## config.mk

```make
export PLATFORM = sky130hd
export DESIGN_NAME = tisau_addr
export DESIGN_NICKNAME = d
export VERILOG_FILES = /design/src/design/tisau_pkg.sv /design/src/design/tisau_addr.sv
export SDC_FILE = /design/constraint.sdc
export NUM_CORES = 2
export LEC_CHECK = 0
export ABC_CLOCK_PERIOD_IN_PS = 8000
export BUFFER_PORTS_ARGS = -buffer_cell sky130_fd_sc_hd__buf_2
export CAP_MARGIN = 20
export CORE_MARGIN = 4
export CORE_UTILIZATION = 25
export CTS_BUF_LIST = sky130_fd_sc_hd__clkbuf_2 sky130_fd_sc_hd__clkbuf_4 sky130_fd_sc_hd__clkbuf_8
export DETAILED_ROUTE_END_ITERATION = 12
export PLACE_DENSITY = 0.51
export SLEW_MARGIN = 20
export SYNTH_ARGS = -nofsm -noshare
export SYNTH_HDL_FRONTEND = slang
export SYNTH_SLANG_ARGS = --single-unit
```

## constraint.sdc

```tcl
create_clock -name clk_i -period 8 [get_ports clk_i]
set_clock_uncertainty 0.05 [all_clocks]
set_input_delay 1.2 -clock clk_i [delete_from_list [all_inputs] [get_ports clk_i]]
set_output_delay 1.2 -clock clk_i [all_outputs]
set_load 0.01 [all_outputs]
```

## src/design/tisau_pkg.sv

```systemverilog
// Shared types, register indexes and layout codes for the tiled source address unit.
`timescale 1ns / 1ps
`default_nettype none

package tisau_pkg;

  localparam int unsigned DivStages = 14;

  localparam logic [2:0] RegImageWidth  = 3'd0;
  localparam logic [2:0] RegImageHeight = 3'd1;
  localparam logic [2:0] RegTileColumns = 3'd2;
  localparam logic [2:0] RegTileRows    = 3'd3;
  localparam logic [2:0] RegTileAlign   = 3'd4;
  localparam logic [2:0] RegCompCount   = 3'd5;
  localparam logic [2:0] RegLayoutMode  = 3'd6;

  localparam logic [1:0] LayoutPlanar = 2'd0;
  localparam logic [1:0] LayoutPixel  = 2'd1;
  localparam logic [1:0] LayoutRow    = 2'd2;
  localparam logic [1:0] LayoutBad    = 2'd3;

  // Tile geometry derived from the registers, stable while the unit is not busy.
  typedef struct packed {
    logic [14:0] tw;
    logic [14:0] th;
    logic [14:0] tcols;
    logic [14:0] cov_w;
    logic [14:0] cov_h;
    logic [2:0]  cc;
    logic [1:0]  mode;
    logic [29:0] area;
    logic [33:0] size;
    logic        deg;
  } tisau_geom_t;

  typedef struct packed {
    logic [1:0]  p;
    logic [13:0] row;
    logic [13:0] col;
  } tisau_req_t;

  // Divider word: nr and nc shift out dividend bits and take in quotient bits.
  typedef struct packed {
    logic [1:0]  p;
    logic [13:0] nr;
    logic [13:0] nc;
    logic [13:0] rr;
    logic [13:0] rc;
    logic        err;
  } tisau_div_t;

  typedef struct packed {
    logic [33:0] offset;
    logic        oor;
  } tisau_rsp_t;

endpackage

`default_nettype wire

```

## src/design/tisau_addr.sv

```systemverilog
// Multiply and add stages that form the tile base, the in-tile offset and the sum.
`timescale 1ns / 1ps
`default_nettype none

module tisau_addr import tisau_pkg::*; (
  input  wire logic        clk_i,
  input  wire logic        rst_ni,
  input  wire tisau_geom_t geom_i,
  input  wire logic        valid_i,
  output logic             ready_o,
  input  wire tisau_div_t  data_i,
  output logic             valid_o,
  input  wire logic        ready_i,
  output tisau_rsp_t       rsp_o
);

  logic [2:0]  v_q;
  logic [3:0]  en;

  logic [29:0] tidx_q;
  logic [28:0] m1_q;
  logic [16:0] trc_q;
  logic [31:0] pa_q;
  logic [13:0] tc1_q;
  logic [1:0]  p1_q;
  logic        err1_q;

  logic [46:0] pl_q, ph_q;
  logic [34:0] within_q, within_d;
  logic        err2_q;

  logic [64:0] total;
  tisau_rsp_t  rsp_q;

  always_comb begin
    en[3] = ready_i;
    for (int k = 2; k >= 0; k--) begin
      en[k] = !v_q[k] | en[k+1];
    end
  end

  always_ff @(posedge clk_i or negedge rst_ni) begin
    if (!rst_ni) begin
      v_q <= '0;
    end else begin
      if (en[0]) v_q[0] <= valid_i;
      if (en[1]) v_q[1] <= v_q[0];
      if (en[2]) v_q[2] <= v_q[1];
    end
  end

  always_comb begin
    unique case (geom_i.mode)
      LayoutPlanar: within_d = 35'(35'(pa_q) + 35'(m1_q) + 35'(tc1_q));
      LayoutPixel:  within_d = 35'((35'(m1_q) + 35'(tc1_q)) * 35'(geom_i.cc)) + 35'(p1_q);
      LayoutRow:    within_d = 35'(35'(geom_i.tw) * 35'(trc_q)) + 35'(tc1_q);
      default:      within_d = '0;
    endcase
    total = 65'({ph_q, 17'b0}) + 65'(pl_q) + 65'(within_q);
  end

  always_ff @(posedge clk_i) begin
    if (en[0] && valid_i) begin
      tidx_q <= 30'(30'(data_i.nr) * 30'(geom_i.tcols) + 30'(data_i.nc));
      m1_q   <= 29'(29'(data_i.rr) * 29'(geom_i.tw));
      trc_q  <= 17'(17'(data_i.rr) * 17'(geom_i.cc) + 17'(data_i.p));
      pa_q   <= 32'(32'(data_i.p) * 32'(geom_i.area));
      tc1_q  <= data_i.rc;
      p1_q   <= data_i.p;
      err1_q <= data_i.err;
    end
    if (en[1] && v_q[0]) begin
      pl_q     <= 47'(47'(tidx_q) * 47'(geom_i.size[16:0]));
      ph_q     <= 47'(47'(tidx_q) * 47'(geom_i.size[33:17]));
      within_q <= within_d;
      err2_q   <= err1_q;
    end
    if (en[2] && v_q[1]) begin
      // Anything beyond 34 bits is an overflow and is reported as out of range.
      if (err2_q || (total[64:34] != '0)) begin
        rsp_q.offset <= '0;
        rsp_q.oor    <= 1'b1;
      end else begin
        rsp_q.offset <= total[33:0];
        rsp_q.oor    <= 1'b0;
      end
    end
  end

  assign ready_o = en[0];
  assign valid_o = v_q[2];
  assign rsp_o   = rsp_q;

endmodule

`default_nettype wire

```

# Word level (Yosys, flattened, before mapping)
# Cells that the tools add are included.
# totals
register_bits,293
inputBits,208
output_inout_bits,37
word_cells,49
# classes
n_addsub,9
mul,8
eq_ne,2
mux,2
n_bitwise,3
n_reduce_logical,9
# op_table
operator,count
one-hot mux 34 bit (3 select lines),1
multiplier 30 x 17 -> 47 bit,2
adder 64 x 47 -> 65 bit,1
adder 65 x 35 -> 65 bit,1
adder 29 x 14 -> 30 bit,2
multiplier 14 x 15 -> 29 bit,2
adder 33 x 14 -> 34 bit,1
adder 33 x 2 -> 34 bit,1
adder 32 x 14 -> 33 bit,1
adder 32 x 29 -> 33 bit,1
multiplier 30 x 3 -> 33 bit,1
multiplier 15 x 17 -> 32 bit,1
multiplier 2 x 30 -> 32 bit,1
nonzero test 31 bit,1
adder 17 x 2 -> 17 bit,1
multiplier 14 x 3 -> 17 bit,1
logical AND 1 bit,3
zero test 1 bit,3
bitwise OR 1 bit,3
"== test 2 x 1 -> 1 bit, second input constant",1
"== test 2 bit, second input constant",1
zero test 2 bit,1
logical OR 1 bit,1
two-way mux 1 bit,1

# Depth between registers and ports, before layout
# depth
depth_word,5
depth_mapped,29

# Worst setup path after synthesis
# No wires, ideal clock.
# synth_timing
kind,input port to flip-flop
from,in geom_i[3] in the netlist's numbering
to,reg pl_q[43] (data pin)
setup_ns,0.259
arrival_ns,7.292
required_ns,7.691
path_slack_ns,0.399
stages,25
path_buffers,1
path_cell_list,clkbuf_1 > nand2_1 > fa_1 > inv_1 > fa_1 > inv_1 > fa_1 > inv_1 > fa_1 > inv_1 > fa_1 > inv_1 > fa_1 > ha_1 > o211ai_1 > o31ai_1 > a31oi_1 > o21ai_0 > nand4_1 > o21ai_0 > a31oi_1 > a21oi_1 > a211o_1 > a21oi_1 > xnor2_1
# synth_between
elab_chain_cells,1
# synth_rtl
element,line,text
from (decl),tisau_addr.sv:8,"input wire tisau_geom_t geom_i,"
multiplier 30 x 17 -> 47 bit,tisau_addr.sv:73,pl_q <= 47'(47'(tidx_q) * 47'(geom_i.size[16:0]));
to (signal assigned),tisau_addr.sv:73,
to (decl),tisau_addr.sv:28,"logic [46:0] pl_q, ph_q;"
# Every way passes these cells.
# A chain may end at the register's enable or synchronous reset.

# Final worst setup path
# layout_timing
from,reg tidx_q[9]
to,reg pl_q[40] (data pin)
# layout_between
elab_chain_cells,1
# layout_rtl
element,line,text
from (decl),tisau_addr.sv:20,logic [29:0] tidx_q;
from (signal assigned),tisau_addr.sv:64,tidx_q <= 30'(30'(data_i.nr) * 30'(geom_i.tcols) + 30'(data_i.nc));
multiplier 30 x 17 -> 47 bit,tisau_addr.sv:73,
# Every way passes these cells.

==> metrics.csv <==
stage;metric;value;unit
run_status;status;complete, no violations;
setup_path;end_kind;flop;
sta;max_freq;133;MHz
floorplan;die_h;565;um
clock_network;ctsHoldBuffers;0;
floorplan;die_area;319000;um2
setup_path;cp.arrival;7.98;ns
clock_network;post_cts_buffers;0;
synth;yosys-top-cells-count;inv_1, fa_1, nand2_1, ha_1, and2_1;
sta;worst_pin_slew;0.996;ns
synth;synth_area_leader_cell;fa_1;
placed_design;portBuffers;198;
setup_path;critical_path.slowest_cell;edfxtp_1;
floorplan;core_area;309000;um2
placed_design;dpl.hpwl;194;mm
clock_network;cts_resized;0;
detailed_routing;drtIter0Drc;3114;
clock_network;cts.sinks;292;
setup_path;startpoint_type;flop;
synth;synthArstFlopShare;1.03;%
sta;fin_crit_sh;93.9;%
placed_design;place_congestion;0.852;
sta;post-route-min-period;7.51;ns
cells_and_area;syn2layout_area_growth;11.9;%
setup_path;critPathRequiredTime;8.47;ns
floorplan;ioPinCount;245;
global_route;grt_pass1_vias;62400;
clock_network;cts_buffers;61;
setup_path;worstPathCellList;buf_4, nand2_1, fa_1, inv_1, fa_1, fa_1, fa_1, inv_1, fa_1, fa_1, inv_1, ha_1, a21o_1, a211o_1, nor4_1, o21ai_0, buf_4, a21oi_1, a21oi_1, a31oi_1, buf_4, nor2_1, a31oi_1, xnor2_1;
synth;syn_avg_cell_area;8.96;um2
clock_network;cts.htree.levels;2;
global_route;grt_usage;14.6;%
synth;synth_area;77500;um2
sta;setup_viol;0;
global_route;grt_remaining_overflow;0;
clock_network;clkTransAtPathRegs;0.07;ns
synth;synth-main-ff-cell;edfxtp_1;
sta;rsz0062_at_grt;no;
sta;relSlewSlack;33.5;%
detailed_routing;vias;58200;
clock_network;cts_max_path_buffers;3;
floorplan;row_count;204;
floorplan;initial_core_util;25.1;%
clock_network;insertion_delay;0.83;ns
detailed_routing;final_antenna_net_count;0;
sta;hold_violations;0;
cells_and_area;fill_cells;33300;
detailed_routing;vias_per_cell;4.44;
setup_path;worst-setup-path-type;reg -> reg;
synth;synth_top_area_share;37.3;%
synth;yosys_warnings;0;
synth;ys_seq_elements;292;
synth;yosys-top-cells-area;fa_1, ha_1, edfxtp_1;
cells_and_area;final_cells;13100;
placed_design;numPlacedInstances;13000;
floorplan;die_w;565;um
setup_path;cp_max_fo;26;
hold_path;hold_class;in -> async;
setup_path;worstRegToRegCells;24;
detailed_routing;wire_per_inst;17.5;um
setup_path;cpPeakStageDelay;0.69;ns
sta;slew_violations;0;
global_route;antenna_found_initial;30;
synth;synth_nets;11100;
synth;synth_cells;8647;
synth;synth.distinct_cells;89;
cells_and_area;nets;11400;
detailed_routing;wl;230;mm
clock_network;cts_tree;built;
global_route;grt_pass1_wl;364;mm
detailed_routing;drc;0;
clock_network;root_buffer;clkbuf_8;
synth;yosysMostFrequentCell;inv_1;
synth;synth_edf_count;289;
detailed_routing;drtPass1Iterations;8;
synth;synth-seq-area-share;11.3;%
job;maxCapViolCount;0;
cells_and_area;drive_gt1_share;8.31;%
setup_path;cp_common_cell;fa_1;
global_route;grt_max_degree;95;
-- placed cells by master, fill, tap and decap left out, types with 106 or more instances in the layout --
cell type / count
inv_1: 1734
o21ai_0: 168
fa_1: 1443
nor2_1: 247
buf_2: 198
xor2_1: 106
ha_1: 806
and2_1: 637
nand2_1: 1429
a21oi_1: 298
xnor2_1: 208
a21o_1: 130
edfxtp_1: 289
buf_4: 371
-- layout make-up --
cell class                      instances  area (um2)  share of cell area, %
Antenna cell                           15        37.5                 0.0433
Clock buffer                           77         960                   1.11
Clock inverter                         33         357                  0.411
Inverter                             1736        6520                   7.51
Multi-Input combinational cell       6248       60800                   70.1
Sequential cell                       292        8750                   10.1
Tap cell                             4120        5150                   5.94
Timing Repair Buffer                  586        4120                   4.75
-- final timing paths --
| kind | slack (ns) | endpoint | start |
|---|---|---|---|
| min in group clk_i | 0.40 | err2_q | err1_q |
| max in group asynchronous | 7.60 | v_q[0] | rst_ni |
| min reg2reg | 0.40 | err2_q | err1_q |
| max reg2reg | 0.49 | pl_q[40] | tidx_q[9] |
| min | 0.19 | v_q[2] | rst_ni |
| max | 0.49 | pl_q[40] | tidx_q[9] |
-- registers in the layout (all words and copies together), names as in the netlist, 17 cells and up --
name / flops
m1_q: 29
pa_q: 32
ph_q: 47
pl_q: 47
rsp_o: 35
tidx_q: 30
trc_q: 17
within_q: 34
-- per-stage QoR --
step	hold WS [ns]	area, um2	utilization, %	TNS (ns)	setup WS [ns]
after global routing	0.106	86700	28.1	0	0.0821
after CTS	0.0709	86700	28.1	0	0.484
final	0.191	86700	28.1	0	0.490
after global placement	0.386	85400	27.6	-1.04	-0.205
after detailed placement	0.363	85400	27.6	-1.09	-0.172
after floorplan	0.350	77500	-	0	0.399
-- layer usage --
metal / GRT usage (%) / vias up / wire [um]
met3: 1.70 / 228 / 10400
met1: 20.0 / 29400 / 106000
met5: 0 / - / 58
met4: 3.28 / 10 / 5380
met2: 24.5 / 1229 / 108000
li1: - / 27400 / -
-- worst max-delay path: cells and delay by family (launching register included) --
kind            cells  cell delay, ns
fa+ha+maj           7            3.19
compound gates      7            1.66
buf+inv             6            1.02
flops               1            0.69
simple gates        3            0.54
xor+xnor            1            0.08
-- logic make-up (layout without fill, tap and decap cells) --
kind of cell / Yosys count / in the layout / synth area share, %
fa+ha+maj: 2249 / 2249 / 50.3
mux: 10 / 10 / 0.132
compound gates: 974 / 974 / 8.17
xor+xnor: 314 / 314 / 3.55
buf+inv: 2107 / 2432 / 10.2
flops: 292 / 292 / 11.3
other cells: 0 / 15 / 0
simple gates: 2701 / 2701 / 16.3
Power is left out: the tool's default activity adds up to more than one toggle a clock period on the data nets, which glitch-free logic cannot reach.
