File: src/design/tisau_pkg.sv
// Shared types, register indexes and layout codes for the tiled source address unit.
`timescale 1ns / 1ps
`default_nettype none

package tisau_pkg;

  localparam int unsigned DivStages = 14;

  localparam logic [2:0] RegImageWidth  = 3'd0;
  localparam logic [2:0] RegImageHeight = 3'd1;
  localparam logic [2:0] RegTileColumns = 3'd2;
  localparam logic [2:0] RegTileRows    = 3'd3;
  localparam logic [2:0] RegTileAlign   = 3'd4;
  localparam logic [2:0] RegCompCount   = 3'd5;
  localparam logic [2:0] RegLayoutMode  = 3'd6;

  localparam logic [1:0] LayoutPlanar = 2'd0;
  localparam logic [1:0] LayoutPixel  = 2'd1;
  localparam logic [1:0] LayoutRow    = 2'd2;
  localparam logic [1:0] LayoutBad    = 2'd3;

  // Tile geometry derived from the registers, stable while the unit is not busy.
  typedef struct packed {
    logic [14:0] tw;
    logic [14:0] th;
    logic [14:0] tcols;
    logic [14:0] cov_w;
    logic [14:0] cov_h;
    logic [2:0]  cc;
    logic [1:0]  mode;
    logic [29:0] area;
    logic [33:0] size;
    logic        deg;
  } tisau_geom_t;

  typedef struct packed {
    logic [1:0]  p;
    logic [13:0] row;
    logic [13:0] col;
  } tisau_req_t;

  // Divider word: nr and nc shift out dividend bits and take in quotient bits.
  typedef struct packed {
    logic [1:0]  p;
    logic [13:0] nr;
    logic [13:0] nc;
    logic [13:0] rr;
    logic [13:0] rc;
    logic        err;
  } tisau_div_t;

  typedef struct packed {
    logic [33:0] offset;
    logic        oor;
  } tisau_rsp_t;

endpackage

`default_nettype wire

File: src/design/tisau_div.sv
// Pipelined dual divider that splits row and column into tile index and offset.
`timescale 1ns / 1ps
`default_nettype none

module tisau_div import tisau_pkg::*; (
  input  wire logic        clk_i,
  input  wire logic        rst_ni,
  input  wire tisau_geom_t geom_i,
  input  wire logic        valid_i,
  output logic             ready_o,
  input  wire tisau_req_t  req_i,
  output logic             valid_o,
  input  wire logic        ready_i,
  output tisau_div_t       data_o
);

  function automatic tisau_div_t div_step(tisau_div_t s, logic [14:0] dh, logic [14:0] dw);
    logic [14:0] tr;
    logic [14:0] tc;
    tisau_div_t  o;
    o  = s;
    tr = {s.rr, s.nr[13]};
    tc = {s.rc, s.nc[13]};
    if (tr >= dh) begin
      o.rr = 14'(tr - dh);
      o.nr = {s.nr[12:0], 1'b1};
    end else begin
      o.rr = tr[13:0];
      o.nr = {s.nr[12:0], 1'b0};
    end
    if (tc >= dw) begin
      o.rc = 14'(tc - dw);
      o.nc = {s.nc[12:0], 1'b1};
    end else begin
      o.rc = tc[13:0];
      o.nc = {s.nc[12:0], 1'b0};
    end
    return o;
  endfunction

  logic [DivStages-1:0] v_q;
  logic [DivStages:0]   en;
  tisau_div_t           s_q [DivStages];
  tisau_div_t           w0;

  // A stage may load when it is empty or its word moves on in the same cycle.
  always_comb begin
    en[DivStages] = ready_i;
    for (int k = DivStages - 1; k >= 0; k--) begin
      en[k] = !v_q[k] | en[k+1];
    end
  end

  always_comb begin
    w0.p   = req_i.p;
    w0.nr  = req_i.row;
    w0.nc  = req_i.col;
    w0.rr  = '0;
    w0.rc  = '0;
    w0.err = geom_i.deg | (geom_i.mode == LayoutBad) |
             ({1'b0, req_i.col} >= geom_i.cov_w) |
             ({1'b0, req_i.row} >= geom_i.cov_h) |
             ({1'b0, req_i.p} >= geom_i.cc);
  end

  always_ff @(posedge clk_i or negedge rst_ni) begin
    if (!rst_ni) begin
      v_q <= '0;
    end else begin
      if (en[0]) v_q[0] <= valid_i;
      for (int k = 1; k < DivStages; k++) begin
        if (en[k]) v_q[k] <= v_q[k-1];
      end
    end
  end

  always_ff @(posedge clk_i) begin
    if (en[0] && valid_i) s_q[0] <= div_step(w0, geom_i.th, geom_i.tw);
    for (int k = 1; k < DivStages; k++) begin
      if (en[k] && v_q[k-1]) s_q[k] <= div_step(s_q[k-1], geom_i.th, geom_i.tw);
    end
  end

  assign ready_o = en[0];
  assign valid_o = v_q[DivStages-1];
  assign data_o  = s_q[DivStages-1];

endmodule

`default_nettype wire

File: config.mk
export PLATFORM = sky130hd
export DESIGN_NAME = tisau_div
export DESIGN_NICKNAME = d
export VERILOG_FILES = /design/src/design/tisau_pkg.sv /design/src/design/tisau_div.sv
export SDC_FILE = /design/constraint.sdc
export NUM_CORES = 2
export LEC_CHECK = 0
export BUFFER_PORTS_ARGS = -buffer_cell sky130_fd_sc_hd__buf_2
export CELL_PAD_IN_SITES_DETAIL_PLACEMENT = 0
export CELL_PAD_IN_SITES_GLOBAL_PLACEMENT = 2
export CORE_MARGIN = 5
export CORE_UTILIZATION = 40
export CTS_BUF_LIST = sky130_fd_sc_hd__clkbuf_8
export CTS_CLUSTER_SIZE = 16
export DETAILED_ROUTE_END_ITERATION = 10
export GPL_TIMING_DRIVEN = 1
export PLACE_DENSITY_LB_ADDON = 0.1
export SYNTH_ARGS = -nofsm -noshare
export SYNTH_HDL_FRONTEND = slang
export SYNTH_SLANG_ARGS = --single-unit
File: constraint.sdc
create_clock -name clk_i -period 6.2 [get_ports clk_i]
set_input_delay 0.62 -clock clk_i [delete_from_list [all_inputs] [get_ports clk_i]]
set_output_delay 0.62 -clock clk_i [all_outputs]
set_load 0.01 [all_outputs]
**Word-level counts from Yosys, hierarchy flattened**

Memory sizes are Yosys's and may differ from the RTL's.
Cells that the tools add are included.
W data, S select, Z words.

- Register bits: 14
- Memory bits (writable): 826
- Input port bits: 179
- Output and inout bits: 61
- Word-level logic and storage cells: 261
- Memories kept: 1

Memory list:

| name | words | width | rd ports | clocked after memory_dff | write ports | line | RTL |
|---|---|---|---|---|---|---|---|
| s_q | 14 | 59 | 14 | 0 | 14 | tisau_div.sv:43 | `tisau_div_t s_q [DivStages];` |

- Add/subtract/negate cells: 28
- $lt $le $gt $ge: 31
- Equality and inequality tests: 1
- Multiplexer cells: 140
- Bitwise logic cells: 18
- Reductions and logical operators: 28

Operator list:

| cell | number |
|---|---|
| $mux W14 | 84 |
| $ge A15 B15 Y1 | 26 |
| $sub A14 B14 Y14 | 26 |
| $mux W1 | 56 |
| $ge A1 B15 Y1 | 2 |
| $ge A14 B15 Y1 | 2 |
| $sub A1 B14 Y14 | 2 |
| $or A1 B1 Y1 | 18 |
| $logic_and A1 B1 Y1 | 14 |
| $logic_not A1 Y1 | 14 |
| $ge A2 B3 Y1 | 1 |
| $eq A2 B2 Y1 const B | 1 |

**Logic depth before layout (Yosys ltp)**

- Depth in word-level cells: 18
- Mapped depth: 11
- Mapped depth without buffers: 9

**Least setup slack after synthesis**

No wires, ideal clock.

- Path kind: input -> register
- Start point: in ready_i
- End point: mem s_q[0][413] in the netlist's numbering (enable)
- Library setup time: 0.566 ns
- Arrival time: 5.333 ns
- Data required time: 5.634 ns
- Slack: 0.301 ns
- Stages: 4
- Path buffers: 0
- Cell sequence: and4b_1 -> nand3_1 -> nor2_1 -> a21boi_0

RTL lines:

| element | line | RTL |
|---|---|---|
| start, declared | tisau_div.sv:13 | `input wire logic ready_i,` |
| end, declared | tisau_div.sv:43 |  |

**Worst setup path after layout**

- Start point: reg v_q[13]
- End point: out ready_o

- Cells in the longest elaborated chain, start to end: 15

Ends and longest elaborated chain:

| element | line | RTL |
|---|---|---|
| start, declared | tisau_div.sv:41 | `logic [DivStages-1:0] v_q;` |
| start signal, assigned by index | tisau_div.sv:72 | `if (en[k]) v_q[k] <= v_q[k-1];` |
| $logic_not A1 Y1 | tisau_div.sv:50 | `en[k] = !v_q[k] \| en[k+1];` |
| $or A1 B1 Y1 (14 in series) | tisau_div.sv:50 |  |
| end, declared | tisau_div.sv:10 | `output logic ready_o,` |

No other way between the ends.

==> summary.md <==
| Metric | Value |
|---|---|
| Outcome | `completed` |
| Worst-margin pin slew | `1.15 ns` |
| Mapped Cells | `4250` |
| Synth warnings | `0` |
| Critical R2R Launch | `s_q[1][181]$_DFFE_PP_` |
| Clock sink count | `840` |
| Final setup viols | `0` |
| Net Sw Frac | `36.5%` |
| Yosys top cell area share | `48.5%` |
| Slew Limit Fails | `0` |
| Routed len/inst | `between 20 and 25 um` |
| Compound-gate portion of the synthesized area | `13.0%` |
| Die area | `135000 sq um` |
| Final nets | `5117` |
| Hold_sp | `req_i[13]` |
| DRC | `0` |
| Reg2Reg Depth | `7` |
| Worst VDD drop | `0.235 mV` |
| RSZ-0062 raised after global routing | `no` |
| Largest family of logic cells by synthesized area | `compound AO/OA/AOI/OAI gates` |
| Total global routing overflow | `0` |
| Sequential area share after synthesis | `49.2%` |
| Maximum clock insertion buffer count | `3` |
| 1st-iter DRT viols | `1718` |
| First-pass detailed-route iteration total | `5` |
| Clock slew at reported path FFs | `about 0.06 ns` |
| Internal | `16.5 mW` |
| Vias in the first global route | `approximately 35000` |
| Buffers added on ports | `160` |
| Hold Crit Depth | `3` |
| Post-layout minimum cycle time | `between 3 and 4 ns` |
| Final Non-Filler Cells | `6271` |
| Final Wtd Congestion | `0.818` |
| Initial Util | `about two fifths` |
| Skew-Pair Late Insertion Delay | `slightly below 0.9 ns` |
| Kind of critical path | `reg -> out` |
| Worst setup path start | `v_q[13]$_DFFE_PN0P_` |
| Antenna violations before repair | `6` |
| HP Class | `in -> reg` |
| Fin area | `56700 sq um` |
| Hold Fails Final Rpt | `0` |
| Syn Std Cell Area | `just over 50000 sq um` |
| TNS Setup | `0 ns` |
| Syn Nets | `4879` |
| #FFs+latches synth | `840` |
| Routed vias/inst | `5.42` |
| Post-Place Cells | `about 6000` |
| Die H | `368 um` |
| CTS H-tree lvls | `4` |
| P_leak | `22.0 nW` |
| Mux cell area share after synthesis | `8.53%` |
| Syn Area/Cell | `~12 sq um` |
| CP required | `5.58 ns` |
| Dpl ws | `~1.8 ns` |
| Largest net degree at the start of global routing | `60` |
| Final Total Pwr | `25.9 mW` |
| Prevailing post-synth register cell | `edfxtp_1` |
| Via count | `34020` |
| Wire length of the first global-routing pass | `around 200000 um` |
| Post-synth cell types | `81` |
| Comb power frac | `44.3%` |
| Post-CTS setup repair buffer count | `0` |
| Maxcap violations | `0` |
| CP Launch Type | `flop` |
| Ranking of synthesized cells by area | `edfxtp_1, ha_1, mux2_2` |
| Synth Area in Simple Gates | `10.8%` |
| Adder-cell share of the synthesized area | `11.4%` |
| Crit end category | `primary output` |
| Final WS setup | `2.23 ns` |
| Register Area | `25200 sq um` |
| Data arrival, critical path | `3.35 ns` |
| DRT antenna net count | `0` |
| Number of enable flip-flop cells after synthesis | `826` |
| Cell Pwr Density | `457 nW/um^2` |
| Async set-or-reset flop fraction in the synthesized netlist | `1.67%` |
| Achievable frequency | `252 MHz` |
| Max-slew headroom | `22.6%` |
| Placed Area | `53500 sq um` |
| CTS tree | `built` |
| Area leader, netlist | `edfxtp_1` |
| Core footprint | `127000 sq um` |
| Area delta synth->final | `10.9%` |
| Num CTS Buffers | `154` |
| Multi-input logic area | `24200 sq um` |
| Worst-path fanout max | `7` |
| Row count | `131` |
| Root buf cell | `clkbuf_8` |
| Clock skew | `0.0415 ns` |
| Detailed Route WL | `129000 um` |
| Psw | `9.46 mW` |
| Xor-xnor portion of the synthesized cell area | `3.39%` |
| Share of post-route cells with drive strength above 1 | `between 15 and 20%` |
| Die width | `368 um` |
| Fillers | `11789` |
| Post-DP HPWL | `95600 um` |
| Tcrit/Tclk final | `64.1%` |
| Top-Level Pins | `between 200 and 250` |
| Sequential share of power | `36.0%` |
| Total Routing Usage GR | `19.0%` |
| Clk pwr share | `19.6%` |
[state kept, by name, indices dropped and copies added, names as in the netlist]
signal and cells:
v_q 14, s_q 826
[power groups by stage]
stage	combinational, mW	sequential, mW	clock, mW
2_1_floorplan	9.26	9.07	0
3_3_place_gp	11.5	9.45	0
3_5_place_dp	11.5	9.46	0
4_1_cts	11.6	9.35	5.31
5_1_grt	12.8	9.48	5.59
6_report	11.5	9.34	5.09
[repair_timing]
action	in CTS	in global routing
gates resized for setup	0	0
hold buffers	30	0
hold endpoints to repair	43	0
[logic make-up (layout without fill, tap and decap cells)]
| family | after synthesis | after routing |
|---|---|---|
| compound gates | 952 | 952 |
| xor+xnor | 198 | 198 |
| fa+ha+maj | 450 | 450 |
| buf+inv | 383 | 740 |
| flops | 840 | 840 |
| mux | 395 | 395 |
| other cells | 0 | 2 |
| simple gates | 1032 | 1032 |
[routing by layer]
metal	vias up	global-route usage (%)	wire (um)	part of all wire [%]
li1	16913	-	-	-
met1	16354	25.6	60600	47
met2	566	30.9	59500	46
met3	185	3.62	5410	4.2
met4	2	6.26	3920	3.0
met5	-	0	13	0.010
[critical path, cell delays in order (launching register included)]
cell and delay, ns:
dfrtp_1 0.43, and4b_1 0.44, nand4_1 0.34, nor4_1 0.76, nand4_1 0.28, buf_2 0.25
[path summary, 6_finish.rpt]
path	slack, ns	end
setup / recovery	2.23	ready_o
hold / removal	0.18	s_q[0][1]$_DFFE_PP_
hold reg to reg	0.40	s_q[1][52]$_DFFE_PP_
min in group asynchronous	0.26	v_q[6]$_DFFE_PN0P_
max in group asynchronous	5.62	v_q[3]$_DFFE_PN0P_
setup reg to reg	2.81	s_q[1][245]$_DFFE_PP_
[synth_stat cells (all sizes together) (19+ instances only)]
library cell,instances
a211o,38
a211oi,61
a21boi,50
a21o,77
a21oi,270
a221oi,22
and2,22
and4,21
buf,126
clkbuf,36
edfxtp,826
fa,26
ha,424
inv,221
mux2,302
mux2i,93
nand2,172
nand2b,51
nand3,137
nand4,121
nor2,175
nor2b,113
nor3,79
nor4,47
o211ai,64
o21a,68
o21ai,142
o311a,19
o31ai,22
xnor2,145
xor2,53
[area by class of cell]
| cell class | count | area share, % |
|---|---|---|
| Antenna cell | 2 | 0.00882 |
| Timing Repair Buffer | 244 | 2.68 |
| Multi-Input combinational cell | 3027 | 42.7 |
| Clock inverter | 118 | 1.36 |
| Sequential cell | 840 | 44.3 |
| Tap cell | 1662 | 3.66 |
| Inverter | 221 | 1.46 |
| Clock buffer | 157 | 3.81 |
[per-stage QoR]
stage                     utilization [%]  hold slack, ns
after floorplan                         -           0.324
after global placement               42.0           0.400
after detailed placement             42.0           0.405
after CTS                            44.6          0.0588
after global routing                 44.6           0.121
final                                44.6           0.183
[layout by cell type (no fill, tap or decap), types with 30 or more instances in the layout]
| cell | instances |
|---|---|
| xnor2_1 | 145 |
| nor2b_1 | 109 |
| nand3_1 | 137 |
| nand2b_1 | 51 |
| nand4_1 | 121 |
| buf_2 | 160 |
| edfxtp_1 | 826 |
| buf_4 | 53 |
| mux2_2 | 291 |
| a21oi_1 | 266 |
| a211o_1 | 38 |
| a21boi_0 | 49 |
| nor4_1 | 47 |
| a21o_1 | 77 |
| nor3_1 | 79 |
| clkinv_1 | 35 |
| a211oi_1 | 60 |
| mux2i_1 | 93 |
| nand2_1 | 172 |
| ha_1 | 424 |
| o21ai_0 | 132 |
| o21a_1 | 67 |
| clkbuf_8 | 157 |
| inv_1 | 256 |
| dlygate4sd3_1 | 30 |
| o211ai_1 | 49 |
| xor2_1 | 53 |
| nor2_1 | 173 |
Power figures use the tool's default switching activity.
