## src/design/tisau_pkg.sv

```systemverilog
// Shared types, register indexes and layout codes for the tiled source address unit.
`timescale 1ns / 1ps
`default_nettype none

package tisau_pkg;

  localparam int unsigned DivStages = 14;

  localparam logic [2:0] RegImageWidth  = 3'd0;
  localparam logic [2:0] RegImageHeight = 3'd1;
  localparam logic [2:0] RegTileColumns = 3'd2;
  localparam logic [2:0] RegTileRows    = 3'd3;
  localparam logic [2:0] RegTileAlign   = 3'd4;
  localparam logic [2:0] RegCompCount   = 3'd5;
  localparam logic [2:0] RegLayoutMode  = 3'd6;

  localparam logic [1:0] LayoutPlanar = 2'd0;
  localparam logic [1:0] LayoutPixel  = 2'd1;
  localparam logic [1:0] LayoutRow    = 2'd2;
  localparam logic [1:0] LayoutBad    = 2'd3;

  // Tile geometry derived from the registers, stable while the unit is not busy.
  typedef struct packed {
    logic [14:0] tw;
    logic [14:0] th;
    logic [14:0] tcols;
    logic [14:0] cov_w;
    logic [14:0] cov_h;
    logic [2:0]  cc;
    logic [1:0]  mode;
    logic [29:0] area;
    logic [33:0] size;
    logic        deg;
  } tisau_geom_t;

  typedef struct packed {
    logic [1:0]  p;
    logic [13:0] row;
    logic [13:0] col;
  } tisau_req_t;

  // Divider word: nr and nc shift out dividend bits and take in quotient bits.
  typedef struct packed {
    logic [1:0]  p;
    logic [13:0] nr;
    logic [13:0] nc;
    logic [13:0] rr;
    logic [13:0] rc;
    logic        err;
  } tisau_div_t;

  typedef struct packed {
    logic [33:0] offset;
    logic        oor;
  } tisau_rsp_t;

endpackage

`default_nettype wire

```

## src/design/tisau_cfg.sv

```systemverilog
// Register file and sequencer that derives the tile geometry after each write.
`timescale 1ns / 1ps
`default_nettype none

module tisau_cfg import tisau_pkg::*; (
  input  wire logic        clk_i,
  input  wire logic        rst_ni,
  input  wire logic        psel_i,
  input  wire logic        penable_i,
  input  wire logic        pwrite_i,
  input  wire logic [4:0]  paddr_i,
  input  wire logic [31:0] pwdata_i,
  output logic [31:0]      prdata_o,
  output logic             pready_o,
  output tisau_geom_t      geom_o,
  output logic             busy_o
);

  localparam logic [3:0] StLoadW = 4'd0;
  localparam logic [3:0] StDivW  = 4'd1;
  localparam logic [3:0] StLoadH = 4'd2;
  localparam logic [3:0] StDivH  = 4'd3;
  localparam logic [3:0] StMul1  = 4'd4;
  localparam logic [3:0] StMul2  = 4'd5;
  localparam logic [3:0] StLoadA = 4'd6;
  localparam logic [3:0] StDivA  = 4'd7;
  localparam logic [3:0] StIdle  = 4'd8;

  logic [14:0] iw_q, ih_q, tcols_q, trows_q;
  logic [15:0] align_q;
  logic [2:0]  cc_q;
  logic [1:0]  mode_q;
  logic [3:0]  state_q, state_d;
  logic [5:0]  cnt_q;
  logic [32:0] dvd_q, dvd_n;
  logic [15:0] rem_q, rem_n, den_q;
  logic [16:0] trial;
  logic        last;
  logic        wr;
  logic [14:0] tw_q, th_q, cov_w_q, cov_h_q;
  logic [29:0] area_q;
  logic [32:0] content_q;
  logic [33:0] size_q;
  logic        deg_q;

  assign wr       = psel_i & penable_i & pwrite_i;
  assign pready_o = 1'b1;
  assign busy_o   = (state_q != StIdle);

  always_comb begin
    unique case (paddr_i[4:2])
      RegImageWidth:  prdata_o = {17'b0, iw_q};
      RegImageHeight: prdata_o = {17'b0, ih_q};
      RegTileColumns: prdata_o = {17'b0, tcols_q};
      RegTileRows:    prdata_o = {17'b0, trows_q};
      RegTileAlign:   prdata_o = {16'b0, align_q};
      RegCompCount:   prdata_o = {29'b0, cc_q};
      RegLayoutMode:  prdata_o = {30'b0, mode_q};
      default:        prdata_o = '0;
    endcase
  end

  always_ff @(posedge clk_i or negedge rst_ni) begin
    if (!rst_ni) begin
      iw_q    <= 15'd1;
      ih_q    <= 15'd1;
      tcols_q <= 15'd1;
      trows_q <= 15'd1;
      align_q <= 16'd0;
      cc_q    <= 3'd3;
      mode_q  <= LayoutPlanar;
    end else if (wr) begin
      unique case (paddr_i[4:2])
        RegImageWidth:  iw_q    <= pwdata_i[14:0];
        RegImageHeight: ih_q    <= pwdata_i[14:0];
        RegTileColumns: tcols_q <= pwdata_i[14:0];
        RegTileRows:    trows_q <= pwdata_i[14:0];
        RegTileAlign:   align_q <= pwdata_i[15:0];
        RegCompCount:   cc_q    <= pwdata_i[2:0];
        RegLayoutMode:  mode_q  <= pwdata_i[1:0];
        default: ;
      endcase
    end
  end

  // One restoring division step a cycle, shared by all three divisions.
  always_comb begin
    trial = {rem_q, dvd_q[32]};
    if (trial >= {1'b0, den_q}) begin
      rem_n = 16'(trial - {1'b0, den_q});
      dvd_n = {dvd_q[31:0], 1'b1};
    end else begin
      rem_n = trial[15:0];
      dvd_n = {dvd_q[31:0], 1'b0};
    end
    last = (cnt_q == 6'd32);
  end

  always_comb begin
    state_d = state_q;
    priority if (wr) begin
      state_d = StLoadW;
    end else begin
      unique case (state_q)
        StLoadW: state_d = StDivW;
        StDivW:  if (last) state_d = StLoadH;
        StLoadH: state_d = StDivH;
        StDivH:  if (last) state_d = StMul1;
        StMul1:  state_d = StMul2;
        StMul2:  state_d = StLoadA;
        StLoadA: state_d = StDivA;
        StDivA:  if (last) state_d = StIdle;
        default: state_d = StIdle;
      endcase
    end
  end

  always_ff @(posedge clk_i or negedge rst_ni) begin
    if (!rst_ni) begin
      state_q <= StLoadW;
      cnt_q   <= '0;
    end else begin
      state_q <= state_d;
      if (state_q == StDivW || state_q == StDivH || state_q == StDivA) begin
        cnt_q <= 6'(cnt_q + 6'd1);
      end else begin
        cnt_q <= '0;
      end
    end
  end

  always_ff @(posedge clk_i) begin
    unique case (state_q)
      StLoadW: begin
        dvd_q <= {18'b0, iw_q};
        den_q <= {1'b0, tcols_q};
        rem_q <= '0;
      end
      StLoadH: begin
        dvd_q <= {18'b0, ih_q};
        den_q <= {1'b0, trows_q};
        rem_q <= '0;
      end
      StLoadA: begin
        dvd_q <= content_q;
        den_q <= align_q;
        rem_q <= '0;
      end
      StDivW, StDivH, StDivA: begin
        dvd_q <= dvd_n;
        rem_q <= rem_n;
      end
      default: ;
    endcase
    if (state_q == StDivW && last) tw_q <= dvd_n[14:0];
    if (state_q == StDivH && last) th_q <= dvd_n[14:0];
    if (state_q == StMul1) begin
      area_q  <= 30'(30'(tw_q) * 30'(th_q));
      cov_w_q <= 15'(30'(tw_q) * 30'(tcols_q));
      cov_h_q <= 15'(30'(th_q) * 30'(trows_q));
      deg_q   <= (tcols_q == '0) | (trows_q == '0) | (tw_q == '0) | (th_q == '0);
    end
    if (state_q == StMul2) content_q <= 33'(33'(area_q) * 33'(cc_q));
    if (state_q == StDivA && last) begin
      if (align_q != '0 && rem_n != '0) begin
        size_q <= 34'(34'(content_q) + 34'(align_q - rem_n));
      end else begin
        size_q <= 34'(content_q);
      end
    end
  end

  always_comb begin
    geom_o.tw    = tw_q;
    geom_o.th    = th_q;
    geom_o.tcols = tcols_q;
    geom_o.cov_w = cov_w_q;
    geom_o.cov_h = cov_h_q;
    geom_o.cc    = cc_q;
    geom_o.mode  = mode_q;
    geom_o.area  = area_q;
    geom_o.size  = size_q;
    geom_o.deg   = deg_q;
  end

endmodule

`default_nettype wire

```

## config.mk

```make
export PLATFORM = sky130hd
export DESIGN_NAME = tisau_cfg
export DESIGN_NICKNAME = d
export VERILOG_FILES = /design/src/design/tisau_pkg.sv /design/src/design/tisau_cfg.sv
export SDC_FILE = /design/constraint.sdc
export NUM_CORES = 2
export LEC_CHECK = 0
export ABC_AREA = 1
export BUFFER_PORTS_ARGS = -buffer_cell sky130_fd_sc_hd__buf_2
export CORE_ASPECT_RATIO = 1.2
export CORE_MARGIN = 10
export CORE_UTILIZATION = 61
export CTS_CLUSTER_SIZE = 12
export DETAILED_ROUTE_END_ITERATION = 6
export GPL_TIMING_DRIVEN = 0
export PLACE_DENSITY = 0.85
export SLEW_MARGIN = 30
export SYNTH_ARGS = -nofsm -noshare
export SYNTH_HDL_FRONTEND = slang
export SYNTH_SLANG_ARGS = --single-unit
```

## constraint.sdc

```tcl
create_clock -name clk_i -period 7.6 [get_ports clk_i]
set_input_delay 0 -clock clk_i [delete_from_list [all_inputs] [get_ports clk_i]]
set_output_delay 0 -clock clk_i [all_outputs]
set_load 0.05 [all_outputs]
```

Yosys cells after proc, flatten, opt, wreduce, memory -nomap -nowiden

Cells that the tools add are included.

Bits in registers: 314
Input port bits: 42
Output and inout bits: 179
Logic and storage cells: 93

$add $sub $neg: 4
$mul: 4
Magnitude comparators: 1
Eq/ne operators: 18
Muxes and demuxes: 13
Bitwise operators: 5
Reductions and logical operators: 27

Operators with widths:

| operator                                             | count |
|---|---|
| one-hot mux 33 bit (4 select lines)                  | 1 |
| one-hot mux 16 bit (7 select lines)                  | 1 |
| zero test 15 bit                                     | 4 |
| one-hot mux 16 bit (3 select lines)                  | 1 |
| adder 33 x 34 -> 34 bit                              | 1 |
| multiplier 30 x 3 -> 33 bit                          | 1 |
| two-way mux 33 bit                                   | 1 |
| one-hot mux 16 bit (2 select lines)                  | 1 |
| one-hot mux 4 bit (8 select lines)                   | 1 |
| nonzero test 16 bit                                  | 2 |
| multiplier 15 x 15 -> 15 bit                         | 2 |
| multiplier 15 x 15 -> 30 bit                         | 1 |
| >= comparator 17 x 16 -> 1 bit                       | 1 |
| subtractor 16 x 16 -> 17 bit                         | 1 |
| equality test 4 x 3 -> 1 bit (second input constant) | 4 |
| two-way mux 16 bit                                   | 1 |
| two-way mux 4 bit                                    | 4 |
| subtractor 16 bit                                    | 1 |
| AND reduction 2 bit                                  | 7 |
| equality test 3 bit (second input constant)          | 3 |
| inequality test 3 bit (second input constant)        | 3 |
| equality test 4 x 2 -> 1 bit (second input constant) | 2 |
| adder 6 x 1 -> 6 bit (second input constant)         | 1 |
| equality test 3 x 2 -> 1 bit (second input constant) | 2 |
| 17 further kinds                                     | 25 |

Longest topological paths before layout

Word-level depth: 5
Gate-level depth with buffers: 39
Mapped depth without buffers: 38

Worst setup path after synthesis

No wires, ideal clock.

Path kind: flip-flop to flip-flop
From: register tw_q[10]
To: register area_q[22], data pin
Arrival time: 5784 ps
Path slack: 1551 ps
Stages on the path, launching flop included: 21
Path buffers: 2
Cells stage by stage: edfxtp_1 > clkbuf_1 > clkbuf_1 > nand2_1 > fa_1 > inv_1 > fa_1 > fa_1 > fa_1 > fa_1 > fa_1 > ha_1 > a21oi_1 > nor2_1 > a211oi_1 > o21ai_0 > a21oi_1 > nor2_1 > nor2_1 > o21ai_0 > xor2_1

Word-level cells in the longest chain between the ends: 1

Ends and longest elaborated chain:

| what                         | line             | source |
|---|---|---|
| start: declaration           | tisau_cfg.sv:40  | `logic [14:0] tw_q, th_q, cov_w_q, cov_h_q;` |
| start signal: assignment     | tisau_cfg.sv:155 | `if (state_q == StDivW && last) tw_q <= dvd_n[14:0];` |
| multiplier 15 x 15 -> 30 bit | tisau_cfg.sv:158 | `area_q <= 30'(30'(tw_q) * 30'(th_q));` |
| end signal: assignment       | tisau_cfg.sv:158 |  |
| end: declaration             | tisau_cfg.sv:41  | `logic [29:0] area_q;` |

No other way between the ends.
A chain may end at the register's enable or synchronous reset.

Final worst setup path

From: register tw_q[2]
To: register area_q[29], data pin

Same word-level chain as after synthesis.

==> impl_summary.txt <==
----------------------------------------------------
[Status]
  Result of the run ... finished, final reports clean

[CTS]
  Worst-skew pair later-pin latency ... 0.58 ns
  Buffers from clock root to sink, at most ... 3
  CTS root buf ... clkbuf_16
  Num CTS Buffers ... 36
  Clock-pin slew on the worst setup and hold paths ... 0.07 ns
  Clock sink count ... 314
  Number of H-tree levels ... 2
  TritonCTS clock tree ... done

[Setup path]
  Worst-path maximum fanout ... 10
  CP required ... 8.00 ns
  Arrival @ worst endpoint ... 7.87 ns
  Launching element type of the critical path ... flop
  Capturing element type of the critical path ... flop
  Start-to-end type of the worst setup path ... reg -> reg

[Die]
  Die area ... between 60000 and 70000 sq um
  Overall die height ... 275 um
  Rows ... 93
  Core region area ... 53600 sq um
  Number of placed I/O pins ... approximately 220
  Starting utilization of the core area ... 61.6%
  DIE WIDTH ... 233 um

[Drt]
  Total vias in the final route ... around 29000
  Number of remaining DRC errors ... 0
  Post-route antenna net violation count ... 0
  Drt wl/cell ... ~22 um
  Routed Wire Length ... 111000 um
  Routed vias/inst ... 5.76
  Number of iterations in the first detailed-routing pass ... 6
  First DRT Iteration DRCs ... between 2000 and 3000

[Synth]
  Yosys Warn Count ... 0
  Number of synthesized flops with an enable pin ... 223
  Number of distinct standard cells referenced by the synthesized netlist ... 53
  Async S/R FF share, synth ... 29.0%
  Portion of the post-synthesis area used by sequential elements ... 27.2%
  Flip-flop and latch count after synthesis ... between 300 and 400
  Synthesized instance count ... 4020
  Synthesized area ... 33100 sq um
  Average instance area after synthesis ... 8.23 sq um
  Main synth FF type ... edfxtp_1

[Global route]
  Sum of overflow across all layers after global routing ... 0
  Via count of the first global-routing pass ... 29200
  Largest net degree at the start of global routing ... 70
  Overall routing resource usage ... 34.9%
  Global-route wire length before repair ... 168000 um
  Initial antenna violation count ... 6

[Timing]
  Worst clock skew on the final layout ... roughly 0.046 ns
  Setup repair after global routing missed its margin ... false
  Hold Vio Cnt, Final ... 0
  Transition at the pin with the smallest max-transition slack ... 1.06 ns
  Minimum clock period after layout ... 7.47 ns
  Final setup vio count ... 0
  Final number of max-transition violations ... 0
  Max transition margin ... between 20% and 30%
  Peak clock frequency supported by timing ... approximately 0.13 GHz
  Post-route clock period utilization ... 98.3%
  Total negative slack for setup checks ... 0 ns

[Power and ir drop]
  Internal Pwr Total ... 8190 uW
  Switching part of the total ... 52.5%
  Leakage ... between 0.015 and 0.02 uW
  Switching pwr ... 9040 uW
  Part of the power in combinational logic ... about 71%
  Maximum resistive drop on vdd ... 0.480 mV
  Power per standard cell area ... 470 nW/um^2
  Sequential power share ... 19.2%
  Clock power share ... between 10% and 20%

[Cells and area]
  Synthesis-to-layout area growth ... 10.8%
  Multi-input gate area in the final layout ... 20300 sq um
  Share of post-route cells with drive strength above 1 ... 7.42%
  Count of fill cells added during filler insertion ... 4352
  Post-layout utilization of the core ... roughly two thirds
  Net count reported at finish ... 4947
  Register area ... 8980 sq um

[Min path]
  HP Class ... in -> reg

[Placed design]
  Number of input and output port buffers inserted ... 185
  Dpl hpwl ... 89000 um
  Weighted congestion reported at the end of routability-driven placement ... 1.06

[Job]
  Max-cap violations ... 0

----------------------------------------------------
==> sequential cells by signal (all words and copies together) (netlist names), 16 cells and up <==
register / count
align_q: 16
area_q: 30
content_q: 33
den_q: 16
dvd_q: 33
rem_q: 16
size_q: 34
==> layout make-up <==
type	count	share of cell area (%)
buffer	173	2.08
timing repair buffer	225	3.76
inverter	842	8.63
sequential	314	24.5
tap	712	2.43
antenna	5	0.0342
clock buffer	56	2.97
multi-input combinational	2706	55.3
clock inverter	10	0.236
==> path summary, 6_finish.rpt <==
check	cells after the start	slack [ns]	to	from
setup / recovery	20	0.13	area_q[29]	tw_q[2]
hold / removal	6	0.05	align_q[0]	paddr_i[2]
setup reg to reg	20	0.13	area_q[29]	tw_q[2]
hold reg to reg	1	0.47	cnt_q[0]	cnt_q[0]
max in group asynchronous	4	6.51	align_q[8]	rst_ni
min in group asynchronous	3	0.52	cc_q[0]	rst_ni
==> cell usage in the layout, fill, tap and decap left out, types with 10 or more instances in the layout <==
cell	synthesis	final
nor4_1	23	21
nand4_1	30	30
dfrtp_1	85	85
o221ai_1	10	10
clkbuf_1	121	133
nor2_1	171	165
o21ai_1	9	10
nand3_1	84	84
edfxtp_1	223	223
a22o_1	18	18
buf_4	18	20
conb_1	2	17
xnor2_1	76	76
clkbuf_16	0	39
fa_1	335	335
xor2_1	101	101
a221oi_1	17	17
nor3_1	28	26
inv_1	836	836
dlygate4sd3_1	0	21
o2111ai_1	13	13
o211ai_1	19	19
nand2_1	1059	1059
a21oi_1	168	167
o21ai_0	181	180
buf_2	6	200
ha_1	272	272
buf_1	23	23
==> power by group through the flow <==
stage | Clock [uW] | Sequential [uW] | Combinational, uW
after detailed placement | 0 | 3290 | 11900
after CTS | 1780 | 3260 | 12000
after global placement | 0 | 3300 | 11500
after floorplan | 0 | 3330 | 8640
after global routing | 1850 | 3320 | 13600
final | 1770 | 3310 | 12200
==> cell families after synthesis <==
family	synth area share, %
and+or+nand+nor	17.1
buffers and inverters	11.9
adders and majority gates	30.6
AOI/OAI and AO/OA	8.58
DFF	27.2
xor gates and xnor gates	4.69
other	0.0227
==> stage by stage <==
step	total power, uW	area, sq um	instances	setup WS, ns	hold WS [ns]
3_5_place_dp	15200	35200	4950	0.552	-0.121
2_1_floorplan	12000	33100	4035	1.55	-0.296
3_3_place_gp	14800	34900	4932	0.548	0.234
4_1_cts	17000	36600	5038	0.388	0.0118
6_report	17200	36600	5043	0.127	0.0466
5_1_grt	18700	36600	5038	0.101	0.0956
==> critical path, stage by stage (launching register included) <==
cell and delay [ns]:
edfxtp_1 0.53, clkbuf_1 0.64, buf_1 0.69, nand2_1 0.18, fa_1 0.54, fa_1 0.51, inv_1 0.05, fa_1 0.47
inv_1 0.05, fa_1 0.49, inv_1 0.05, fa_1 0.40, fa_1 0.50, ha_1 0.41, nand2_1 0.14, nor4_1 0.58
nand4_1 0.20, nand3_1 0.35, nand3_1 0.12, o2111ai_1 0.13, xor2_1 0.24
==> cells in the mapped netlist (all sizes together), types with 2 or more instances <==
cell	count	share of area (%)
o2111ai	13	0.34
nand2	1066	12
inv	839	9.5
a21oi	168	2.5
dfrtp	85	6.4
a22oi	2	0.045
clkbuf	121	1.4
clkinv	3	0.034
o21a	5	0.11
and2	2	0.038
a211oi	3	0.068
a22o	18	0.48
nor4	23	0.44
conb	2	0.023
nor3	28	0.42
nand3b	4	0.091
xor2	101	2.7
edfxtp	223	20
o21bai	9	0.24
a21o	7	0.16
nor2	174	2.0
ha	272	10
and3	2	0.038
o221ai	10	0.26
or2	2	0.038
a31oi	8	0.15
xnor2	76	2.0
a221oi	17	0.45
o22ai	9	0.17
nand4	30	0.57
o21ai	193	3.0
buf	52	0.93
o211ai	19	0.43
o31ai	3	0.068
a21boi	2	0.045
fa	335	20
dfstp	6	0.48
nand3	85	1.3
==> repair_timing <==
item                                   in CTS  in global routing
hold buffers                               22                  0
endpoints found under the hold margin     171                  0
setup buffers                               0                  0
gates resized for setup                     0                  0
==> metal layers <==
metal	global-route usage [%]	vias to the layer above	routed length, um
li1	-	13100	-
met1	37.6	13900	37300
met2	55.7	1575	50400
met3	11.3	490	12700
met4	28.4	12	10600
met5	0.685	-	126
Note: power is estimated with default switching activity, not from simulation.
